===== config.mk =====
export PLATFORM = sky130hd
export DESIGN_NAME = accel_tilt_wrist_raise
export DESIGN_NICKNAME = d
export VERILOG_FILES = /design/src/hw/rtl/atr_pkg.sv /design/src/hw/rtl/atr_ctrl.sv /design/src/hw/rtl/atr_datapath.sv /design/src/hw/rtl/accel_tilt_wrist_raise.sv
export SDC_FILE = /design/constraint.sdc
export NUM_CORES = 2
export LEC_CHECK = 0
export ABC_AREA = 1
export BUFFER_PORTS_ARGS = -buffer_cell sky130_fd_sc_hd__buf_2
export CAP_MARGIN = 10
export CORE_MARGIN = 3
export CORE_UTILIZATION = 35
export CTS_CLUSTER_DIAMETER = 80
export DETAILED_ROUTE_END_ITERATION = 10
export GPL_ROUTABILITY_DRIVEN = 0
export GPL_TIMING_DRIVEN = 0
export PLACE_DENSITY = 0.6
export SETUP_SLACK_MARGIN = 0.02
export SLEW_MARGIN = 10
export SYNTH_ARGS = -nofsm -noshare
export SYNTH_HDL_FRONTEND = slang
export SYNTH_SLANG_ARGS = --single-unit

===== constraint.sdc =====
create_clock -name clock -period 19.8 [get_ports clock]
set_input_delay 0.99 -clock clock [delete_from_list [all_inputs] [get_ports clock]]
set_output_delay 0.99 -clock clock [all_outputs]
set_load 0.005 [all_outputs]

===== src/hw/rtl/atr_pkg.sv =====
`timescale 1ns / 1ps
`default_nettype none

package atr_pkg;

   localparam int IDX_W        = 5;
   localparam int ATAN_ENTRIES = 24;
   localparam int VEC_W        = 36;
   localparam int ACC_W        = 26;
   localparam int ROOT_W       = 32;
   localparam int REM_W        = 36;
   localparam int RND_W        = ACC_W - 8;

   localparam logic signed [ACC_W-1:0] DEG180_ACC  = 26'sd5898240;
   localparam logic signed [RND_W-1:0] ROLL_LIMIT  = 18'sd23040;
   localparam logic signed [RND_W-1:0] PITCH_LIMIT = 18'sd11520;
   localparam logic [14:0]             THRESH_RESET = 15'd3840;

   typedef enum logic [2:0] {
      ST_IDLE,
      ST_SQ_Y,
      ST_SQ_Z,
      ST_SQ_ADD,
      ST_ROOT,
      ST_P_LOAD,
      ST_P_ROT,
      ST_FINISH
   } state_type;

   typedef struct packed {
      logic             capture;
      logic             sq_y;
      logic             sq_z;
      logic             sq_add;
      logic             root_step;
      logic             cor_load;
      logic             cor_pitch;
      logic             cor_step;
      logic [IDX_W-1:0] cor_idx;
      logic             roll_store;
      logic             result_store;
   } cmd_type;

   // atan(2^-i) in degrees, scaled by 2^15
   function automatic logic signed [ACC_W-1:0] atan_entry(input logic [IDX_W-1:0] idx);
      logic signed [ACC_W-1:0] val;
      case (idx)
         5'd0:    val = 26'sd1474560;
         5'd1:    val = 26'sd870484;
         5'd2:    val = 26'sd459940;
         5'd3:    val = 26'sd233473;
         5'd4:    val = 26'sd117189;
         5'd5:    val = 26'sd58652;
         5'd6:    val = 26'sd29333;
         5'd7:    val = 26'sd14667;
         5'd8:    val = 26'sd7334;
         5'd9:    val = 26'sd3667;
         5'd10:   val = 26'sd1833;
         5'd11:   val = 26'sd917;
         5'd12:   val = 26'sd458;
         5'd13:   val = 26'sd229;
         5'd14:   val = 26'sd115;
         5'd15:   val = 26'sd57;
         5'd16:   val = 26'sd29;
         5'd17:   val = 26'sd14;
         5'd18:   val = 26'sd7;
         5'd19:   val = 26'sd4;
         5'd20:   val = 26'sd2;
         5'd21:   val = 26'sd1;
         default: val = '0;
      endcase
      return val;
   endfunction

endpackage

`default_nettype wire


===== src/hw/rtl/atr_ctrl.sv =====
`timescale 1ns / 1ps
`default_nettype none

module atr_ctrl
   import atr_pkg::*;
#(
   parameter int CORDIC_STEPS = 16
) (
   input  wire logic clock,
   input  wire logic reset,
   input  wire logic req_valid,
   output logic      req_ready,
   output logic      rsp_valid,
   input  wire logic rsp_ready,
   output cmd_type   cmd
);

   localparam int USED  = (CORDIC_STEPS > ATAN_ENTRIES) ? ATAN_ENTRIES : CORDIC_STEPS;
   localparam int CNT_W = ($clog2(USED + 2) > IDX_W) ? $clog2(USED + 2) : IDX_W;

   state_type        state_ff, state_in;
   logic [4:0]       root_cnt_ff, root_cnt_in;
   logic [CNT_W-1:0] rot_cnt_ff, rot_cnt_in;
   logic             rsp_valid_ff, rsp_valid_in;
   logic             out_free;

   assign out_free  = !rsp_valid_ff || rsp_ready;
   assign req_ready = (state_ff == ST_IDLE);
   assign rsp_valid = rsp_valid_ff;

   // next state
   always_comb begin
      state_in = state_ff;
      case (state_ff)
         ST_IDLE:   if (req_valid) state_in = ST_SQ_Y;
         ST_SQ_Y:   state_in = ST_SQ_Z;
         ST_SQ_Z:   state_in = ST_SQ_ADD;
         ST_SQ_ADD: state_in = ST_ROOT;
         ST_ROOT:   if (root_cnt_ff == 5'd31) state_in = ST_P_LOAD;
         ST_P_LOAD: state_in = ST_P_ROT;
         ST_P_ROT:  if (rot_cnt_ff == CNT_W'(USED - 1)) state_in = ST_FINISH;
         ST_FINISH: if (out_free) state_in = ST_IDLE;
         default:   state_in = ST_IDLE;
      endcase
   end

   // outputs and counters
   always_comb begin
      cmd          = '0;
      cmd.cor_idx  = rot_cnt_ff[IDX_W-1:0];
      root_cnt_in  = root_cnt_ff;
      rot_cnt_in   = rot_cnt_ff;
      rsp_valid_in = rsp_valid_ff && !rsp_ready;
      case (state_ff)
         ST_IDLE: begin
            cmd.capture = req_valid;
         end
         ST_SQ_Y: begin
            cmd.sq_y     = 1'b1;
            cmd.cor_load = 1'b1;
            rot_cnt_in   = '0;
         end
         ST_SQ_Z: begin
            cmd.sq_z = 1'b1;
         end
         ST_SQ_ADD: begin
            cmd.sq_add  = 1'b1;
            root_cnt_in = '0;
         end
         ST_ROOT: begin
            // roll rotations run alongside the square root
            cmd.root_step = 1'b1;
            root_cnt_in   = root_cnt_ff + 5'd1;
            if (rot_cnt_ff < CNT_W'(USED)) begin
               cmd.cor_step = 1'b1;
               rot_cnt_in   = rot_cnt_ff + 1'b1;
            end else if (rot_cnt_ff == CNT_W'(USED)) begin
               cmd.roll_store = 1'b1;
               rot_cnt_in     = rot_cnt_ff + 1'b1;
            end
         end
         ST_P_LOAD: begin
            cmd.cor_load  = 1'b1;
            cmd.cor_pitch = 1'b1;
            rot_cnt_in    = '0;
         end
         ST_P_ROT: begin
            cmd.cor_step = 1'b1;
            rot_cnt_in   = rot_cnt_ff + 1'b1;
         end
         ST_FINISH: begin
            if (out_free) begin
               cmd.result_store = 1'b1;
               rsp_valid_in     = 1'b1;
            end
         end
         default: begin
         end
      endcase
   end

   always_ff @(posedge clock) begin
      if (reset) begin
         state_ff     <= ST_IDLE;
         root_cnt_ff  <= '0;
         rot_cnt_ff   <= '0;
         rsp_valid_ff <= 1'b0;
      end else begin
         state_ff     <= state_in;
         root_cnt_ff  <= root_cnt_in;
         rot_cnt_ff   <= rot_cnt_in;
         rsp_valid_ff <= rsp_valid_in;
      end
   end

endmodule

`default_nettype wire


===== src/hw/rtl/atr_datapath.sv =====
`timescale 1ns / 1ps
`default_nettype none

module atr_datapath
   import atr_pkg::*;
(
   input  wire logic               clock,
   input  wire logic               reset,
   input  wire cmd_type            cmd,
   input  wire logic               csr_wr_en,
   input  wire logic        [14:0] csr_wr_data,
   input  wire logic signed [15:0] req_accel_x,
   input  wire logic signed [15:0] req_accel_y,
   input  wire logic signed [15:0] req_accel_z,
   output logic signed      [15:0] rsp_roll_angle,
   output logic signed      [14:0] rsp_pitch_angle,
   output logic                    rsp_wrist_raised
);

   // captured sample
   logic signed [15:0] ax_ff, ay_ff, az_ff;

   // squares
   logic signed [15:0] mul_op;
   logic signed [31:0] product;
   logic [30:0]        prod_ff, prod_in;
   logic [30:0]        sum_ff, sum_in;

   // square root, one result bit a cycle
   logic [31:0]        sq_ff, sq_in;
   logic [REM_W-1:0]   rem_ff, rem_in, rem_sh, trial;
   logic [ROOT_W-1:0]  root_ff, root_in;

   // shared CORDIC vectoring unit
   logic signed [VEC_W-1:0] cx_ff, cx_in, cy_ff, cy_in;
   logic signed [VEC_W-1:0] lx, ly, dx, dy;
   logic signed [ACC_W-1:0] acc_ff, acc_in, step_ang, acc_rnd;
   logic                    zero_ff, zero_in;
   logic signed [RND_W-1:0] rnd;

   logic signed [15:0] roll_ff, roll_in, roll_sat;
   logic signed [14:0] pitch_sat;
   logic signed [14:0] prev_pitch_ff;
   logic               have_prev_ff;
   logic [14:0]        thresh_ff;
   logic signed [15:0] diff;
   logic [15:0]        mag;
   logic               flag;

   logic signed [15:0] roll_out_ff;
   logic signed [14:0] pitch_out_ff;
   logic               flag_out_ff;

   assign mul_op  = cmd.sq_z ? az_ff : ay_ff;
   assign product = mul_op * mul_op;

   always_comb begin
      prod_in = prod_ff;
      sum_in  = sum_ff;
      if (cmd.sq_y || cmd.sq_z) prod_in = product[30:0];
      if (cmd.sq_z) sum_in = prod_ff;
   end

   assign rem_sh = {rem_ff[REM_W-3:0], sq_ff[31:30]};
   assign trial  = {{(REM_W - ROOT_W - 2){1'b0}}, root_ff, 2'b01};

   always_comb begin
      sq_in   = sq_ff;
      rem_in  = rem_ff;
      root_in = root_ff;
      if (cmd.sq_add) begin
         sq_in   = {1'b0, sum_ff} + {1'b0, prod_ff};
         rem_in  = '0;
         root_in = '0;
      end else if (cmd.root_step) begin
         sq_in = {sq_ff[29:0], 2'b00};
         if (rem_sh >= trial) begin
            rem_in  = rem_sh - trial;
            root_in = {root_ff[ROOT_W-2:0], 1'b1};
         end else begin
            rem_in  = rem_sh;
            root_in = {root_ff[ROOT_W-2:0], 1'b0};
         end
      end
   end

   always_comb begin
      if (cmd.cor_pitch) begin
         lx = {{(VEC_W - ROOT_W){1'b0}}, root_ff};
         ly = -{{(VEC_W - 32){ax_ff[15]}}, ax_ff, 16'b0};
      end else begin
         lx = {{(VEC_W - 32){az_ff[15]}}, az_ff, 16'b0};
         ly = {{(VEC_W - 32){ay_ff[15]}}, ay_ff, 16'b0};
      end
   end

   assign dx       = cy_ff >>> cmd.cor_idx;
   assign dy       = cx_ff >>> cmd.cor_idx;
   assign step_ang = atan_entry(cmd.cor_idx);

   always_comb begin
      cx_in   = cx_ff;
      cy_in   = cy_ff;
      acc_in  = acc_ff;
      zero_in = zero_ff;
      if (cmd.cor_load) begin
         zero_in = (lx == '0) && (ly == '0);
         if (lx < 0) begin
            // left half plane: fold over and start from 180 degrees
            acc_in = (ly >= 0) ? DEG180_ACC : -DEG180_ACC;
            cx_in  = -lx;
            cy_in  = -ly;
         end else begin
            acc_in = '0;
            cx_in  = lx;
            cy_in  = ly;
         end
      end else if (cmd.cor_step) begin
         if (cy_ff >= 0) begin
            cx_in  = cx_ff + dx;
            cy_in  = cy_ff - dy;
            acc_in = acc_ff + step_ang;
         end else begin
            cx_in  = cx_ff - dx;
            cy_in  = cy_ff + dy;
            acc_in = acc_ff - step_ang;
         end
      end
   end

   // round to 1/128 degree, ties upward
   assign acc_rnd = acc_ff + ACC_W'(128);
   assign rnd     = acc_rnd[ACC_W-1:8];

   always_comb begin
      if (zero_ff) begin
         roll_sat = '0;
      end else if (rnd > ROLL_LIMIT) begin
         roll_sat = ROLL_LIMIT[15:0];
      end else if (rnd < -ROLL_LIMIT) begin
         roll_sat = -ROLL_LIMIT[15:0];
      end else begin
         roll_sat = rnd[15:0];
      end
   end

   always_comb begin
      if (zero_ff) begin
         pitch_sat = '0;
      end else if (rnd > PITCH_LIMIT) begin
         pitch_sat = PITCH_LIMIT[14:0];
      end else if (rnd < -PITCH_LIMIT) begin
         pitch_sat = -PITCH_LIMIT[14:0];
      end else begin
         pitch_sat = rnd[14:0];
      end
   end

   assign roll_in = cmd.roll_store ? roll_sat : roll_ff;
   assign diff    = {pitch_sat[14], pitch_sat} - {prev_pitch_ff[14], prev_pitch_ff};
   assign mag     = diff[15] ? 16'(-diff) : 16'(diff);
   assign flag    = have_prev_ff && (mag > {1'b0, thresh_ff});

   always_ff @(posedge clock) begin
      if (cmd.capture) begin
         ax_ff <= req_accel_x;
         ay_ff <= req_accel_y;
         az_ff <= req_accel_z;
      end
      prod_ff <= prod_in;
      sum_ff  <= sum_in;
      sq_ff   <= sq_in;
      rem_ff  <= rem_in;
      root_ff <= root_in;
      cx_ff   <= cx_in;
      cy_ff   <= cy_in;
      acc_ff  <= acc_in;
      zero_ff <= zero_in;
      roll_ff <= roll_in;
      if (cmd.result_store) begin
         roll_out_ff  <= roll_ff;
         pitch_out_ff <= pitch_sat;
         flag_out_ff  <= flag;
      end
   end

   always_ff @(posedge clock) begin
      if (reset) begin
         thresh_ff     <= THRESH_RESET;
         prev_pitch_ff <= '0;
         have_prev_ff  <= 1'b0;
      end else begin
         if (csr_wr_en) thresh_ff <= csr_wr_data;
         if (cmd.result_store) begin
            prev_pitch_ff <= pitch_sat;
            have_prev_ff  <= 1'b1;
         end
      end
   end

   assign rsp_roll_angle   = roll_out_ff;
   assign rsp_pitch_angle  = pitch_out_ff;
   assign rsp_wrist_raised = flag_out_ff;

endmodule

`default_nettype wire


===== src/hw/rtl/accel_tilt_wrist_raise.sv =====
// Tilt angles and wrist-raise detect from one accelerometer sample.
// Input channel req_*: valid/ready, one item = signed x, y, z axes.
// Result channel rsp_*: valid/ready, one item per input item with roll,
// pitch (1/128 degree) and the wrist-raise flag.
// csr_wr_en/csr_wr_data write the 15-bit pitch-change threshold; write
// only while the block is idle.
// Each item runs in turn through squaring of y and z, a bit-serial
// square root (with the roll CORDIC pass running beside it) and the
// pitch CORDIC pass on the same shared rotation unit. A new item is
// accepted only while idle, so the block takes no new item until the
// last one is through.
// A finished result sits in an output register; the next item is taken
// while it waits. If the receiver stalls, the following result is held
// internally until the register frees, and no further item is accepted.
// Reset: synchronous, clears control, the previous pitch and the
// first-sample marker, and loads the threshold with 30 degrees.
`timescale 1ns / 1ps
`default_nettype none

module accel_tilt_wrist_raise
   import atr_pkg::*;
#(
   parameter int CORDIC_STEPS = 16
) (
   input  wire logic               clock,
   input  wire logic               reset,
   input  wire logic               req_valid,
   output logic                    req_ready,
   input  wire logic signed [15:0] req_accel_x,
   input  wire logic signed [15:0] req_accel_y,
   input  wire logic signed [15:0] req_accel_z,
   output logic                    rsp_valid,
   input  wire logic               rsp_ready,
   output logic signed      [15:0] rsp_roll_angle,
   output logic signed      [14:0] rsp_pitch_angle,
   output logic                    rsp_wrist_raised,
   input  wire logic               csr_wr_en,
   input  wire logic        [14:0] csr_wr_data
);

   cmd_type cmd;

   atr_ctrl #(
      .CORDIC_STEPS(CORDIC_STEPS)
   ) u_ctrl (
      .clock     (clock),
      .reset     (reset),
      .req_valid (req_valid),
      .req_ready (req_ready),
      .rsp_valid (rsp_valid),
      .rsp_ready (rsp_ready),
      .cmd       (cmd)
   );

   atr_datapath u_datapath (
      .clock            (clock),
      .reset            (reset),
      .cmd              (cmd),
      .csr_wr_en        (csr_wr_en),
      .csr_wr_data      (csr_wr_data),
      .req_accel_x      (req_accel_x),
      .req_accel_y      (req_accel_y),
      .req_accel_z      (req_accel_z),
      .rsp_roll_angle   (rsp_roll_angle),
      .rsp_pitch_angle  (rsp_pitch_angle),
      .rsp_wrist_raised (rsp_wrist_raised)
   );

endmodule

`default_nettype wire

==> reports/metrics.cfg <==
[outcome]
status = finished clean

[floorplanning]
core-area_mm2 = 0.119
die_h_um = 352
pin_count = 102
rows = 126
dieArea_mm2 = 0.124
start_util = 0.354
die_w_um = 352

[worst_setup_path]
path_class = register to register
critical_path_arrival_ps = 9660
cpLargestDelayFamily = adder cells
crit_buf_inv = 10
start_kind = register
cp.required_ps = 20200
slowest_delay_ps = 880
cp_slowest_cell = o21ai_0
reg2reg_from = u_ctrl.state_ff[2]
r2r_setup_slack_ps = 10540
r2r-end = u_datapath.prod_ff[27]
crit_path_max_fanout = 15
ff2ff_path_depth = 30
endpoint_kind = register

[min_path]
hold_start = u_datapath.roll_ff[12]
hold_path_class = register to register
hold_depth = 0
whs_endpoint = u_datapath.rsp_roll_angle[12]

[clock_network]
cts_buffer_depth = 3
cts.sinks = 419
ctsResizeCount = 0
cts_tree = yes
cts.htree.levels = 2
cts_root_buf = clkbuf_16
clk_pin_slew_ps = 60
cts_setup_buffers = 0
clkLatencyLatePin_ps = 670
hold_buffers = 0
cts_buffers = 51

[drt]
drcViolationCount = 0
totalWireLength_um = 142000
ant_nets = 0
first_pass_iters = 7
via_per_inst = 5.35
drt_iter0_drc = 4319
dr_total_vias = 40457
wl_per_cell_um = 18.8

[grt]
grt_pass1_wl_um = 220000
grt_overflow = 0
grt_pass1_vias = 38706
grt_use_total = 0.224
grt_max_degree = 38
grt_antenna_before_repair = 2

[placement]
hpwl_um = 115000
io_buffers = 100

[yosys]
yosys_register_bits = 419
yosysUniqueCellTypes = 65
synth-edff-count = 287
synth_ff_type = edfxtp_1
synth_warnings = 0
syn_inst = 5750
synth_seq_area_share = 0.268
async_flop_share = 0
syn-cell-area_mm2 = 0.0420
syn_avg_cell_area_um2 = 7.30
syn-num-nets = 6342

[sta]
final_hold_viol_count = 0
rsz0062_at_grt = false
relSlewSlack = 0.0919
timing.setup.tns_ps = 0
tightest_slew_ps = 1350
report.final.slew_viol_count = 0
setup_violations = 0
period_share = 0.468
clock_skew_ps = 44.5
final.min_clock_period_ps = 9260
holdWs_ps = 418
max_freq_ghz = 0.108

[cells_and_area]
final_nets = 6510
syn_to_final_growth_pct = 10.8
antenna_cells = 0
layout-drive-gt1-share = 0.0651
fill_cells = 12520

[flow_run]
drv_cap = 0

stage by stage:
step	instance area, um2	std cells	worst slack (ps)	utilization
after global placement	44500	7450	8650	0.375
after CTS	46500	7561	10740	0.392
final	46500	7561	10540	0.392
after floorplan	42000	5750	11490	-
after detailed placement	44800	7465	10780	0.378
after global routing	46500	7561	10090	0.392
layout by cell type, fill, tap and decap left out, types with 11 or more instances in the layout:
cell type | Yosys | layout
nor4_1 | 12 | 12
a21oi_1 | 369 | 368
nor3_1 | 59 | 58
nand2_2 | 20 | 20
a31oi_1 | 34 | 34
nand3_1 | 603 | 603
o21ai_0 | 318 | 316
nor2_2 | 15 | 16
a21o_1 | 27 | 27
clkinv_1 | 10 | 16
clkbuf_16 | 0 | 52
ha_1 | 287 | 287
o21ai_1 | 32 | 33
or2_2 | 20 | 20
buf_2 | 51 | 151
o21a_1 | 25 | 25
o21bai_1 | 13 | 13
buf_6 | 11 | 11
nand4_1 | 41 | 41
o21ai_2 | 11 | 11
fa_1 | 237 | 237
o211ai_1 | 25 | 25
buf_1 | 22 | 22
dfxtp_1 | 132 | 132
clkbuf_1 | 74 | 77
xnor2_1 | 72 | 72
buf_4 | 14 | 19
nand2_1 | 1344 | 1344
nor2_1 | 509 | 508
a21boi_0 | 13 | 13
xor2_1 | 148 | 148
edfxtp_1 | 287 | 287
inv_2 | 17 | 17
inv_1 | 768 | 768
o22ai_1 | 37 | 37
nand3b_1 | 16 | 16
worst register-to-register path, delay by kind of cell (launching register included):
kind,cells,cell delay [ps]
flops,1,290
buf+inv,10,1960
simple gates,5,880
fa+ha+maj,7,3440
xor+xnor,1,150
compound gates,7,2270
worst max path at each step:
| stage | start | endpoint | slack, ps | cells past startpoint |
|---|---|---|---|---|
| 6_report | u_ctrl.state_ff[2] | u_datapath.prod_ff[27] | 10540 | 30 |
| 2_1_floorplan | u_ctrl.state_ff[2] | u_datapath.prod_ff[27] | 11490 | 29 |
| 3_3_place_gp | u_ctrl.state_ff[2] | u_datapath.prod_ff[27] | 8650 | 29 |
| 5_1_grt | u_ctrl.state_ff[2] | u_datapath.prod_ff[27] | 10090 | 30 |
| 3_5_place_dp | u_ctrl.state_ff[2] | u_datapath.prod_ff[27] | 10780 | 30 |
| 4_1_cts | u_ctrl.state_ff[2] | u_datapath.prod_ff[27] | 10740 | 30 |
registers in the layout, summed over array words and instances (netlist names), 3 cells and up:
name and count:
u_datapath.cy_ff 36, u_datapath.az_ff 16, u_datapath.rsp_pitch_angle 15, u_datapath.ax_ff 16
u_datapath.rem_ff 34, u_datapath.sum_ff 30, u_datapath.roll_ff 16, u_datapath.step_ang 21
u_ctrl.rot_cnt_ff 5, u_datapath.cx_ff 36, u_ctrl.root_cnt_ff 5, u_datapath.rsp_roll_angle 16
u_ctrl.state_ff 3, u_datapath.thresh_ff 15, u_datapath.prod_ff 30, u_datapath.ay_ff 16
u_datapath.root_ff 32, u_datapath.sq_ff 32, u_datapath.prev_pitch_ff 15, u_datapath.acc_ff 26
cell type report:
| class | instances | area [um2] | area share |
|---|---|---|---|
| plain buffers | 172 | 847 | 0.0182 |
| clock buffers | 61 | 1380 | 0.0296 |
| clock inverters | 35 | 373 | 0.00801 |
| inverters | 796 | 2990 | 0.0643 |
| multi-input cells | 4363 | 26900 | 0.579 |
| flip-flops and latches | 419 | 11300 | 0.242 |
| well taps | 1600 | 2000 | 0.0430 |
| repair buffers | 115 | 731 | 0.0157 |
per-layer routing:
layer  up-vias  wire length (um)  global-route usage
met2      1746             62500               0.355
met1     19003             60600               0.303
met3       376             12900              0.0385
met4         0              6160              0.0875
met5         -                 0                   0
li1      19332                 -                   -
logic make-up after synthesis:
| family | count (synthesis) | synth area share |
|---|---|---|
| and+or+nand+nor | 2667 | 0.269 |
| buffers and inverters | 968 | 0.0913 |
| AOI/OAI and AO/OA | 950 | 0.126 |
| adders and majority gates | 524 | 0.198 |
| DFF | 419 | 0.268 |
| xor gates and xnor gates | 221 | 0.0463 |
| muxes | 1 | 0.000238 |
synthesized netlist by cell type, types with 72 or more instances:
cell	n	area share
nand3_1	603	0.072
dfxtp_1	132	0.063
fa_1	237	0.11
nor2_1	509	0.045
xor2_1	148	0.031
o21ai_0	318	0.038
ha_1	287	0.085
nand2_1	1344	0.12
inv_1	768	0.069
a21oi_1	369	0.044
xnor2_1	72	0.015
edfxtp_1	287	0.21
clkbuf_1	74	0.0066
Power is not shown: default switching activity piles up to over one toggle a cycle in this logic, so the estimate is an artifact.
